**config.mk**
```make
export PLATFORM = sky130hd
export DESIGN_NAME = bounded_set_table
export DESIGN_NICKNAME = d
export VERILOG_FILES = /design/src/rtl/bst_pkg.sv /design/src/rtl/bst_ram.sv /design/src/rtl/bst_ctrl.sv /design/src/rtl/bst_outreg.sv /design/src/rtl/bounded_set_table.sv
export VERILOG_INCLUDE_DIRS = /design/src /design/src/rtl
export SDC_FILE = /design/constraint.sdc
export NUM_CORES = 1
export LEC_CHECK = 0
export ABC_AREA = 1
export BUFFER_PORTS_ARGS = -buffer_cell sky130_fd_sc_hd__buf_4
export CAP_MARGIN = 5
export CORE_MARGIN = 5
export CORE_UTILIZATION = 40
export CTS_CLUSTER_DIAMETER = 30
export DETAILED_ROUTE_END_ITERATION = 7
export PLACE_DENSITY = 0.57
export SLEW_MARGIN = 20
export SYNTH_ARGS = -nofsm -noshare
export SYNTH_HDL_FRONTEND = slang
export SYNTH_HIERARCHICAL = 1
export SYNTH_SLANG_ARGS = --single-unit
```
**constraint.sdc**
```tcl
create_clock -name aclk -period 6.4 [get_ports aclk]
set_input_delay 0 -clock aclk [delete_from_list [all_inputs] [get_ports aclk]]
set_output_delay 0 -clock aclk [all_outputs]
set_load 0.1 [all_outputs]
```
**src/rtl/bounded_set_table_defines.svh**
```systemverilog
// Assertion macros shared by the bounded set table RTL.
// Included by modules that carry concurrent checks; no other dependencies.
`ifndef BOUNDED_SET_TABLE_DEFINES_SVH
`define BOUNDED_SET_TABLE_DEFINES_SVH

// Same-cycle implication, checked out of reset.
`define BST_ASSERT_IMPLY(lbl, clk, rstn, ante, cons, msg) \
    lbl: assert property (@(posedge clk) disable iff (!(rstn)) (ante) |-> (cons)) \
        else $error(msg);

// Next-cycle implication, checked out of reset.
`define BST_ASSERT_NEXT(lbl, clk, rstn, ante, cons, msg) \
    lbl: assert property (@(posedge clk) disable iff (!(rstn)) (ante) |=> (cons)) \
        else $error(msg);

`endif

```
**src/rtl/bst_pkg.sv**
```systemverilog
// Shared types and constants for the bounded set table.
// No dependencies; used by every module of the block except bst_ram.
package bst_pkg;

    localparam int CAPACITY_DEF  = 16;
    localparam int KEY_WIDTH_DEF = 32;

    localparam int REQ_W     = 2;
    localparam int IN_KEY_W  = 32;
    localparam int SIZE_W    = 5;
    localparam int S_TDATA_W = 40;
    localparam int M_TDATA_W = 8;

    typedef enum logic [REQ_W-1:0] {
        REQ_INSERT = 2'd0,
        REQ_DELETE = 2'd1,
        REQ_LOOKUP = 2'd2,
        REQ_CLEAR  = 2'd3
    } req_t;

    typedef struct packed {
        logic [SIZE_W-1:0] size;
        logic              present;
        logic              ok;
    } res_t;

endpackage

```
**src/rtl/bst_ram.sv**
```systemverilog
// Generic simple dual-port RAM: one write port, one read port, registered read.
// No dependencies.
module bst_ram #(
    parameter int WIDTH = 32,
    parameter int DEPTH = 16,
    localparam int AW   = (DEPTH > 1) ? $clog2(DEPTH) : 1
) (
    input  logic             aclk,
    input  logic             wr_en,
    input  logic [AW-1:0]    wr_addr,
    input  logic [WIDTH-1:0] wr_data,
    input  logic             rd_en,
    input  logic [AW-1:0]    rd_addr,
    output logic [WIDTH-1:0] rd_data
);

    logic [WIDTH-1:0] mem_reg [DEPTH];
    logic [WIDTH-1:0] rd_data_reg;

    always_ff @(posedge aclk) begin
        if (wr_en) begin
            mem_reg[wr_addr] <= wr_data;
        end
        if (rd_en) begin
            rd_data_reg <= mem_reg[rd_addr];
        end
    end

    assign rd_data = rd_data_reg;

endmodule

```
**src/rtl/bst_ctrl.sv**
```systemverilog
// Request sequencer: scans the key store, decides insert/delete/lookup/clear,
// writes back and hands one result per request. Uses bst_pkg and the defines.
`include "bounded_set_table_defines.svh"

module bst_ctrl #(
    parameter int CAPACITY  = bst_pkg::CAPACITY_DEF,
    parameter int KEY_WIDTH = bst_pkg::KEY_WIDTH_DEF,
    localparam int AW = (CAPACITY > 1) ? $clog2(CAPACITY) : 1,
    localparam int CW = $clog2(CAPACITY + 1)
) (
    input  logic                       aclk,
    input  logic                       aresetn,
    // request side
    input  logic                       in_valid,
    output logic                       in_ready,
    input  bst_pkg::req_t              in_req,
    input  logic [KEY_WIDTH-1:0]       in_key,
    // result side
    input  logic                       out_free,
    output logic                       res_valid,
    output bst_pkg::res_t              res,
    // key store
    output logic                       wr_en,
    output logic [AW-1:0]              wr_addr,
    output logic [KEY_WIDTH-1:0]       wr_data,
    output logic                       rd_en,
    output logic [AW-1:0]              rd_addr,
    input  logic [KEY_WIDTH-1:0]       rd_data
);

    typedef enum logic [3:0] {
        ST_IDLE = 4'b0001,
        ST_SCAN = 4'b0010,
        ST_LAST = 4'b0100,
        ST_DONE = 4'b1000
    } st_t;

    st_t                  state_reg, state_next;
    bst_pkg::req_t        op_reg, op_next;
    logic [KEY_WIDTH-1:0] key_reg, key_next;
    logic [CW-1:0]        count_reg, count_next;
    logic [CW-1:0]        idx_reg, idx_next;
    logic                 cmp_v_reg, cmp_v_next;
    logic [AW-1:0]        cmp_idx_reg, cmp_idx_next;
    logic [AW-1:0]        slot_reg, slot_next;
    logic                 found_reg, found_next;
    logic                 ok_reg, ok_next;

    logic                 issue;
    logic                 match;
    logic                 last_cmp;
    logic                 done;
    logic [AW-1:0]        tail_addr;

    // read data arrives in the cycle after its address is issued
    assign tail_addr = AW'(count_reg - CW'(1));
    assign match     = cmp_v_reg && (rd_data == key_reg);
    assign last_cmp  = cmp_v_reg && (cmp_idx_reg == tail_addr);
    assign done      = match || last_cmp || (count_reg == '0);
    assign issue     = (state_reg == ST_SCAN) && !done && (idx_reg < count_reg);

    always_comb begin
        state_next   = state_reg;
        op_next      = op_reg;
        key_next     = key_reg;
        count_next   = count_reg;
        idx_next     = idx_reg;
        cmp_v_next   = 1'b0;
        cmp_idx_next = cmp_idx_reg;
        slot_next    = slot_reg;
        found_next   = found_reg;
        ok_next      = ok_reg;
        in_ready     = 1'b0;
        res_valid    = 1'b0;
        wr_en        = 1'b0;
        wr_addr      = slot_reg;
        wr_data      = rd_data;
        rd_en        = 1'b0;
        rd_addr      = idx_reg[AW-1:0];

        case (state_reg)
            ST_IDLE: begin
                in_ready = 1'b1;
                if (in_valid) begin
                    op_next  = in_req;
                    key_next = in_key;
                    idx_next = '0;
                    if (in_req == bst_pkg::REQ_CLEAR) begin
                        count_next = '0;
                        ok_next    = 1'b1;
                        found_next = 1'b0;
                        state_next = ST_DONE;
                    end else begin
                        state_next = ST_SCAN;
                    end
                end
            end
            ST_SCAN: begin
                if (issue) begin
                    rd_en        = 1'b1;
                    cmp_v_next   = 1'b1;
                    cmp_idx_next = idx_reg[AW-1:0];
                    idx_next     = idx_reg + CW'(1);
                end
                if (done) begin
                    found_next = match;
                    slot_next  = cmp_idx_reg;
                    state_next = ST_DONE;
                    ok_next    = 1'b0;
                    case (op_reg)
                        bst_pkg::REQ_INSERT: begin
                            if (!match && (count_reg < CW'(CAPACITY))) begin
                                wr_en      = 1'b1;
                                wr_addr    = count_reg[AW-1:0];
                                wr_data    = key_reg;
                                count_next = count_reg + CW'(1);
                                ok_next    = 1'b1;
                            end
                        end
                        bst_pkg::REQ_DELETE: begin
                            if (match) begin
                                // fetch the tail entry to move into the hole
                                rd_en      = 1'b1;
                                rd_addr    = tail_addr;
                                count_next = count_reg - CW'(1);
                                ok_next    = 1'b1;
                                state_next = ST_LAST;
                            end
                        end
                        bst_pkg::REQ_LOOKUP: begin
                            ok_next = match;
                        end
                        default: begin
                            ok_next = 1'b0;
                        end
                    endcase
                end
            end
            ST_LAST: begin
                wr_en      = 1'b1;
                wr_addr    = slot_reg;
                wr_data    = rd_data;
                state_next = ST_DONE;
            end
            ST_DONE: begin
                if (out_free) begin
                    res_valid  = 1'b1;
                    state_next = ST_IDLE;
                end
            end
            default: begin
                state_next = ST_IDLE;
            end
        endcase
    end

    assign res.size    = bst_pkg::SIZE_W'(count_reg);
    assign res.present = found_reg;
    assign res.ok      = ok_reg;

    always_ff @(posedge aclk) begin
        if (!aresetn) begin
            state_reg <= ST_IDLE;
            count_reg <= '0;
            cmp_v_reg <= 1'b0;
        end else begin
            state_reg <= state_next;
            count_reg <= count_next;
            cmp_v_reg <= cmp_v_next;
        end
    end

    always_ff @(posedge aclk) begin
        op_reg      <= op_next;
        key_reg     <= key_next;
        idx_reg     <= idx_next;
        cmp_idx_reg <= cmp_idx_next;
        slot_reg    <= slot_next;
        found_reg   <= found_next;
        ok_reg      <= ok_next;
    end

    `BST_ASSERT_IMPLY(a_count_bound, aclk, aresetn, 1'b1, count_reg <= CW'(CAPACITY), "count above capacity")
    `BST_ASSERT_IMPLY(a_wr_state, aclk, aresetn, wr_en, state_reg == ST_SCAN || state_reg == ST_LAST, "store written outside scan or move")
    `BST_ASSERT_IMPLY(a_cmp_live, aclk, aresetn, state_reg == ST_SCAN && cmp_v_reg, CW'(cmp_idx_reg) < count_reg, "compare beyond live entries")
    `BST_ASSERT_NEXT(a_del_move, aclk, aresetn, state_reg == ST_SCAN && done && match && op_reg == bst_pkg::REQ_DELETE, state_reg == ST_LAST && slot_reg == $past(cmp_idx_reg), "delete did not move tail")
    `BST_ASSERT_IMPLY(a_clear_res, aclk, aresetn, res_valid && op_reg == bst_pkg::REQ_CLEAR, res.size == '0 && res.ok && !res.present, "bad clear result")

endmodule

```
**src/rtl/bst_outreg.sv**
```systemverilog
// Result output register: holds one transfer so the sequencer can move on.
// Uses bst_pkg.
module bst_outreg (
    input  logic                            aclk,
    input  logic                            aresetn,
    input  logic                            push,
    input  bst_pkg::res_t                   res,
    output logic                            free,
    output logic                            m_tvalid,
    input  logic                            m_tready,
    output logic [bst_pkg::M_TDATA_W-1:0]   m_tdata
);

    logic                          tvalid_reg, tvalid_next;
    logic [bst_pkg::M_TDATA_W-1:0] tdata_reg, tdata_next;

    assign free = !tvalid_reg || m_tready;

    always_comb begin
        tvalid_next = tvalid_reg;
        tdata_next  = tdata_reg;
        if (push) begin
            tvalid_next = 1'b1;
            tdata_next  = bst_pkg::M_TDATA_W'({res.size, res.present, res.ok});
        end else if (m_tready) begin
            tvalid_next = 1'b0;
        end
    end

    always_ff @(posedge aclk) begin
        if (!aresetn) begin
            tvalid_reg <= 1'b0;
        end else begin
            tvalid_reg <= tvalid_next;
        end
    end

    always_ff @(posedge aclk) begin
        tdata_reg <= tdata_next;
    end

    assign m_tvalid = tvalid_reg;
    assign m_tdata  = tdata_reg;

endmodule

```
**src/rtl/bounded_set_table.sv**
```systemverilog
// Bounded set table top level: key store RAM, request sequencer, output register.
// Uses bst_pkg, bst_ram, bst_ctrl, bst_outreg.
//
//  channel | dir | tdata fields (low bit up)                  | notes
//  s_      | in  | req_type[1:0], key[33:2], zero pad [39:34] | one request per transfer
//  m_      | out | ok[0], present[1], size[6:2], zero pad [7]| one result per request
//
// A request is served by a linear scan of the store through its single read port; a hit
// ends the scan early, a delete that hits adds a step that moves the tail entry into the
// hole, and clear skips the scan.
// Reset (aresetn low, synchronous) empties the set; store contents are not cleared.
// A new request is taken while the previous result still waits in the output register.
// A stalled m_ side holds the finished result and the sequencer waits for the slot.
module bounded_set_table #(
    parameter int CAPACITY  = bst_pkg::CAPACITY_DEF,
    parameter int KEY_WIDTH = bst_pkg::KEY_WIDTH_DEF
) (
    input  logic                          aclk,
    input  logic                          aresetn,
    input  logic                          s_tvalid,
    output logic                          s_tready,
    input  logic [bst_pkg::S_TDATA_W-1:0] s_tdata,  // req_type[1:0], key[33:2]
    output logic                          m_tvalid,
    input  logic                          m_tready,
    output logic [bst_pkg::M_TDATA_W-1:0] m_tdata   // ok, present, size[6:2]
);

    localparam int AW = (CAPACITY > 1) ? $clog2(CAPACITY) : 1;

    bst_pkg::req_t        in_req;
    logic [KEY_WIDTH-1:0] in_key;
    logic                 out_free;
    logic                 res_valid;
    bst_pkg::res_t        res;
    logic                 wr_en;
    logic [AW-1:0]        wr_addr;
    logic [KEY_WIDTH-1:0] wr_data;
    logic                 rd_en;
    logic [AW-1:0]        rd_addr;
    logic [KEY_WIDTH-1:0] rd_data;

    assign in_req = bst_pkg::req_t'(s_tdata[bst_pkg::REQ_W-1:0]);
    // key bits above KEY_WIDTH are dropped, missing ones read as zero
    assign in_key = KEY_WIDTH'(s_tdata[bst_pkg::REQ_W +: bst_pkg::IN_KEY_W]);

    bst_ram #(
        .WIDTH (KEY_WIDTH),
        .DEPTH (CAPACITY)
    ) u_store (
        .aclk    (aclk),
        .wr_en   (wr_en),
        .wr_addr (wr_addr),
        .wr_data (wr_data),
        .rd_en   (rd_en),
        .rd_addr (rd_addr),
        .rd_data (rd_data)
    );

    bst_ctrl #(
        .CAPACITY  (CAPACITY),
        .KEY_WIDTH (KEY_WIDTH)
    ) u_ctrl (
        .aclk      (aclk),
        .aresetn   (aresetn),
        .in_valid  (s_tvalid),
        .in_ready  (s_tready),
        .in_req    (in_req),
        .in_key    (in_key),
        .out_free  (out_free),
        .res_valid (res_valid),
        .res       (res),
        .wr_en     (wr_en),
        .wr_addr   (wr_addr),
        .wr_data   (wr_data),
        .rd_en     (rd_en),
        .rd_addr   (rd_addr),
        .rd_data   (rd_data)
    );

    bst_outreg u_out (
        .aclk     (aclk),
        .aresetn  (aresetn),
        .push     (res_valid),
        .res      (res),
        .free     (out_free),
        .m_tvalid (m_tvalid),
        .m_tready (m_tready),
        .m_tdata  (m_tdata)
    );

endmodule
```
After elaboration in Yosys (flattened, before gate mapping)
Memory sizes are Yosys's and may differ from the RTL's. A register that Yosys moved wholly into a read port is not among the register bits.
Index checks and enable logic that the tools add are counted.
Widths: inputs -> output; s select.

word-level totals
  bits in registers = 67
  RAM bits = 512
  input port bits = 44
  output and inout port bits = 10
  word-level logic and storage cells = 113
  memories = 1

memories
  name             depth  bits a word  rd ports  clocked after memory_dff  wr ports  line           RTL
  u_store.mem_reg  16     32           1         1                         1         bst_ram.sv:17  logic [WIDTH-1:0] mem_reg [DEPTH];

operators by class
  add/sub/neg operators = 3
  magnitude comparators = 2
  equality and inequality tests = 17
  muxes and demuxes = 55
  reduce and logical (&&, ||, !) cells = 23

operators with widths
  kind                 count
  $mux 32              4
  $mux 4               14
  $mux 5               7
  $eq 32x32->1         1
  $pmux 5 s2           3
  $mux 1               22
  $pmux 4 s4           1
  $add 5x1->5 const B  2
  $reduce_and 2->1     4
  $reduce_and 7->1     1
  $ne 2x1->1 const B   3
  $ne 3x3->1 const B   2
  $pmux 1 s2           3
  $reduce_and 3->1     2
  $logic_and 1x1->1    5
  $logic_not 5->1      1
  $lt 5x5->1           1
  $lt 5x5->1 const B   1
  $sub 5x1->5 const B  1
  $eq 2x2->1 const B   2
  $eq 4x1->1 const B   1
  $eq 4x2->1 const B   1
  $eq 4x3->1 const B   1
  $eq 4x4->1           1
  10 further kinds     16

Depth between registers and ports, before layout
  word-level depth = 13
  gate-level depth with buffers = 23
  mapped depth without buffers = 20

By module
The synthesis kept the hierarchy.

modules (own cells, without submodules)
  module      instances  cells each  area each (um2)  sequential area each (um2)
  bst_ram     1          2120        23064.6          16335.7
  bst_ctrl    1          544         4159.0           1671.6
  bst_outreg  1          15          267.8            230.2

Worst setup path after synthesis
Ideal clock, no wire load.

  path kind = register -> register
  start = register u_ctrl.count_reg[0]
  end = memory u_store.mem_reg[10][0], enable pin
  library setup time = 421 ps
  arrival = 3558 ps
  data required time = 5979 ps
  path slack = 2421 ps
  cell stages (with the launch flop) = 14
  path buffers = 1
  clock period less this slack = 3979 ps
  cell sequence = dfxtp_1 inv_2 ha_1 a21oi_1 nand3_1 nor2_1 a21boi_2 a21oi_4 nand3_4 buf_6 nand2_2 o21ai_2 nand3b_1 nor2_1

on the way
  elaborated cells on any way between the ends = 18
  classes of those cells = add/sub: 1; order compare: 1; eq/ne: 1; mux: 10; reduce/logical: 5

RTL lines
  element                        line                     RTL
  start, declared                bst_ctrl.sv:41           logic [CW-1:0] count_reg, count_next;
  start signal, assigned         bst_ctrl.sv:168          count_reg <= count_next;
  $sub 5x1->5                    -
  $eq 4x4->1                     bst_ctrl.sv:58           assign last_cmp = cmp_v_reg && (cmp_idx_reg == tail_addr);
  $logic_and 1x1->1              bst_ctrl.sv:58
  $logic_or 1x1->1 (2 in a row)  bst_ctrl.sv:59           assign done = match || last_cmp || (count_reg == '0);
  $mux 4 *                       bst_ctrl.sv:105          if (done) begin
  $mux 4 *                       bst_ctrl.sv:81           case (state_reg)
  via wr_addr[2]                 bounded_set_table.sv:36  logic [AW-1:0] wr_addr;
  end, declared                  bst_ram.sv:17

The timed path passes the listed nets; every way through them passes the cells marked *.

Worst setup path in the final report
  start = register u_ctrl.key_reg[14]
  end = register u_store.rd_data_reg[10] (netlist: u_store/rd_data[10]) (read register of u_store.mem_reg), data pin

on the way
  elaborated cells on any way between the ends = 16
  classes of those cells = eq/ne: 1; mux: 9; reduce/logical: 6

RTL lines
  element                                     line                             RTL
  start, declared                             bst_ctrl.sv:40                   logic [KEY_WIDTH-1:0] key_reg, key_next;
  start signal, assigned                      bst_ctrl.sv:175                  key_reg <= key_next;
  $eq 32x32->1 *                              bst_ctrl.sv:57                   assign match = cmp_v_reg && (rd_data == key_reg);
  $logic_and 1x1->1 *                         bst_ctrl.sv:57
  $mux 4 or $logic_or 1x1->1 (tied branches)  bst_ctrl.sv:121, bst_ctrl.sv:59
  $mux 4 or $logic_or 1x1->1 (tied branches)  bst_ctrl.sv:110, bst_ctrl.sv:59
  $mux 4 *                                    bst_ctrl.sv:105
  $mux 4 *                                    bst_ctrl.sv:81
  via rd_addr[1]                              bounded_set_table.sv:39          logic [AW-1:0] rd_addr;
  end, declared                               bst_ram.sv:18                    logic [WIDTH-1:0] rd_data_reg;

Marked as above.
A chain may end at the register's enable or synchronous reset.

==> impl_results.md <==
* Simple-Gate Fraction of Synth Area at a little over a fifth
* Xor and xnor area share after synthesis at less than 1%
* Largest net degree at the start of global routing at between 150 and 200
* Area Overhead vs Synth at 22.5%
* Unique masters post-synth at 43
* Rel. slew slack at 19.9%
* Vias in the first global route at approximately 18000
* Post-layout nets at 2889
* Cts bufs inserted at about 130
* Final core utilization at 49.3%
* Clock Tree Root: clkbuf_16
* Drt wl/cell at between 15 and 20 um
* Clk_lat worst skew at around 700 ps
* Cell row count at 96
* Layout cells sized above 1 at around 13%
* Die Area at roughly 74000 um2
* Global Route Usage Sum at between 10% and 20%
* Syn Area/Cell at 10.3 um2
* Max reg flops at about 500
* Hold WS at between 40 and 50 ps
* Post-synth top area share at 65.5%
* Ant diodes at 0
* Hold Vio Cnt, Final at 0
* # setup viols final at 0
* Initial antenna violation count at 0
* Post-synth top area cell: edfxtp_1
* Post-Synthesis Cells at 2679
* Pre-antenna DRT Iters at 6
* Clock power share at around 45%
* Comb pwr share at between 20% and 30%
* Hpwl dp at about 39 mm
* Clk sink count at 611
* Residual DRC at 0
* Internal Power at between 10 and 15 mW
* Worst-path clk slew at 50 ps
* Hold_sp: s_tdata[17]
* Pin slew with the least headroom to its limit at 1200 ps
* Switching Fraction at between 30% and 40%
* Via Count at ~19000
* Ports at 54
* Mux contribution to synthesized area at 0%
* Post-Synth Adder-Cell Area at less than 1%
* Crit Path Class: reg2reg
* Origin of the worst setup path: u_ctrl/key_reg[14]$_DFFE_PP_
* Post-Syn Nets at around 2700
* Sequential Power Share at between 30% and 40%
* Highest clock rate at 0.195 GHz
* Final WL at about 73 mm
* Tcrit/Tclk final at 79.9%
* GPL Wtd Cong at ~0.82
* H-tree depth at 4
* Drt via density at around 5.0
* CTS tree: built
* CTS Buffer Depth at 3
* Reg2Reg Setup Slack at 1280 ps
* Crit Reg-Reg Startpoint: u_ctrl/key_reg[14]$_DFFE_PP_
* IO Port Bufs at 46
* Max_cap viols at 0
* CP Max Fanout at 67
* Placed Cells at 3526
* Yosys Warn Count at 6
* WP data arrival at ~5700 ps
* Remaining Overflow, GRT at 0
* Worst path required time at around 7000 ps
* Pwr Density at 445 nW/um2
* Period minus WS final at approximately 5000 ps
* Post-synthesis sequential area ratio at ~66%
* Mapped Area at 27500 um2
* Leakage power at about 14 nW
* Clock Skew at about 30 ps
* Synth top area cells: edfxtp_1, nand2_1, nand3_1, inv_1, buf_6
* Post-synth EDFFs at 600
* Initial Util at roughly two fifths
* Die height at ~270 um
* Main synth FF type: edfxtp_1
* Yosys reg bits at 611
* Setup TNS at 0 ps
* Largest family of logic cells by synthesized area: simple AND/OR/NAND/NOR gates
* RSZ-0062 raised after global routing: no
* Initial drt markers at approximately 1900
* Hold/Removal Path Class: in2reg
* Setup crit end kind: flip-flop
* Status: completed
* Die Width at between 200 and 300 um
* Compound-Gate Fraction of Synth Area at ~1.9%
* Sw power at around 4.8 mW
* Post-cts sizing count at 0
* Ys async rst share at 0%
* Core area at a little under 70000 um2
* First-pass GRT wire length at 110 mm
* Slew Viols, Final at 0
* VDD IR-drop max at ~0.00038 V
* Postcts setup bufs at 0
* Startpoint Class: flip-flop
* ANT nets after route at 0
* Post-layout instance count excluding filler cells at 3819
cell families after synthesis:
kind of cell | after synthesis
AND/OR/NAND/NOR | 1368
flip-flops | 611
buffers and inverters | 610
AO/OA/AOI/OAI | 68
adder cells (fa/ha/maj) | 11
XOR/XNOR | 10
other | 1
cell usage in the layout, fill, tap and decap left out, types with 2 or more instances in the layout:
master / count
o211ai_1: 3
o21ai_2: 36
nand3_1: 407
clkbuf_16: 133
nand2_2: 23
buf_4: 71
bufinv_16: 19
inv_1: 472
nand3_2: 2
ha_1: 11
nor2_1: 49
clkinv_8: 4
edfxtp_1: 600
clkinvlp_4: 12
dlygate4sd3_1: 57
xnor2_1: 6
nand2_1: 835
clkinv_2: 20
xor2_1: 4
o21a_1: 2
o21ai_0: 9
clkinv_4: 3
nand4_1: 13
dfxtp_1: 11
nand3b_1: 3
nor4_1: 2
inv_2: 15
nor3_1: 6
inv_6: 9
clkbuf_1: 12
nor2_2: 4
o21ai_4: 4
a21oi_1: 8
nand3_4: 2
nor2_4: 17
or2_2: 2
buf_12: 11
clkinv_1: 28
through the flow:
stage / power [mW] / cell area (um2) / setup WS [ps]
after detailed placement: 8.32 / 28700 / 1450
after floorplan: 7.46 / 27500 / 2420
after global placement: 8.29 / 28700 / 1570
final: 15.0 / 33700 / 1280
after global routing: 15.7 / 33700 / 1110
after CTS: 15.1 / 33700 / 1440
cell type report:
class / instances / area, um2
Fill cell: 5992 / 34700
Sequential cell: 611 / 18200
Multi-Input combinational cell: 1458 / 6750
Clock buffer: 146 / 3390
Inverter: 493 / 1860
Timing Repair Buffer: 139 / 1320
Tap cell: 882 / 1100
Clock inverter: 90 / 1020
cells in the mapped netlist (2+ instances only):
cell      instances
xor2_1            4
o21ai_2          36
ha_1             11
nand4_1          13
buf_2            45
o211ai_1          3
nor2_1           66
o21ai_0          13
dfxtp_1          11
inv_2            14
clkinv_1          4
nand2_1         836
edfxtp_1        600
nor3_1            6
nor4_1            2
clkbuf_1         10
nand3_2           2
nand2_2          22
xnor2_1           6
nor2_2            4
inv_1           474
nand3b_1          3
nand3_1         407
buf_6            34
or2_2             2
buf_4            12
o21a_1            2
a21oi_1           8
nand3_4           2
buf_1            14
critical path, stage by stage, from the launching register on:
cell and delay, ps:
edfxtp_1 440, xnor2_1 480, nand3_1 200, nor2_2 320, nand3_4 220, inv_1 120, nand3_1 530, o21ai_4 420
buf_4 820, buf_4 850, nand3_1 170, nand3_1 120, nand3_1 120, nand2_1 120
worst paths after layout:
path                                         to  depth (start not counted)
setup reg to reg  u_store/rd_data[10]$_DFFE_PP_                         13
hold reg to reg      u_out/m_tdata[1]$_DFFE_PP_                          0
hold / removal     u_ctrl/key_reg[15]$_DFFE_PP_                          2
setup / recovery  u_store/rd_data[10]$_DFFE_PP_                         13
power groups by stage:
stage          combinational (mW)  clock, mW  sequential (mW)
3_5_place_dp                 3.48          0             4.84
3_3_place_gp                 3.45          0             4.84
4_1_cts                      3.53       6.78             4.78
6_report                     3.54       6.66             4.78
2_1_floorplan                2.64          0             4.82
5_1_grt                      3.91       7.01             4.79
routing by layer:
metal / up-vias / share of wire [%] / GRT usage, % / wire length (um)
li1: 9033 / - / - / -
met1: 9031 / 45 / 28.0 / 32600
met2: 716 / 45 / 30.1 / 32800
met3: 132 / 7.4 / 3.90 / 5420
met4: 0 / 3.0 / 7.15 / 2180
met5: - / 0 / 0 / 0
repair_timing:
item                       in CTS  in global routing
hold endpoints to repair       54                  0
hold buffers                   57                  0
setup endpoints to repair       0                  0
Note: power is estimated with default switching activity, not from simulation.
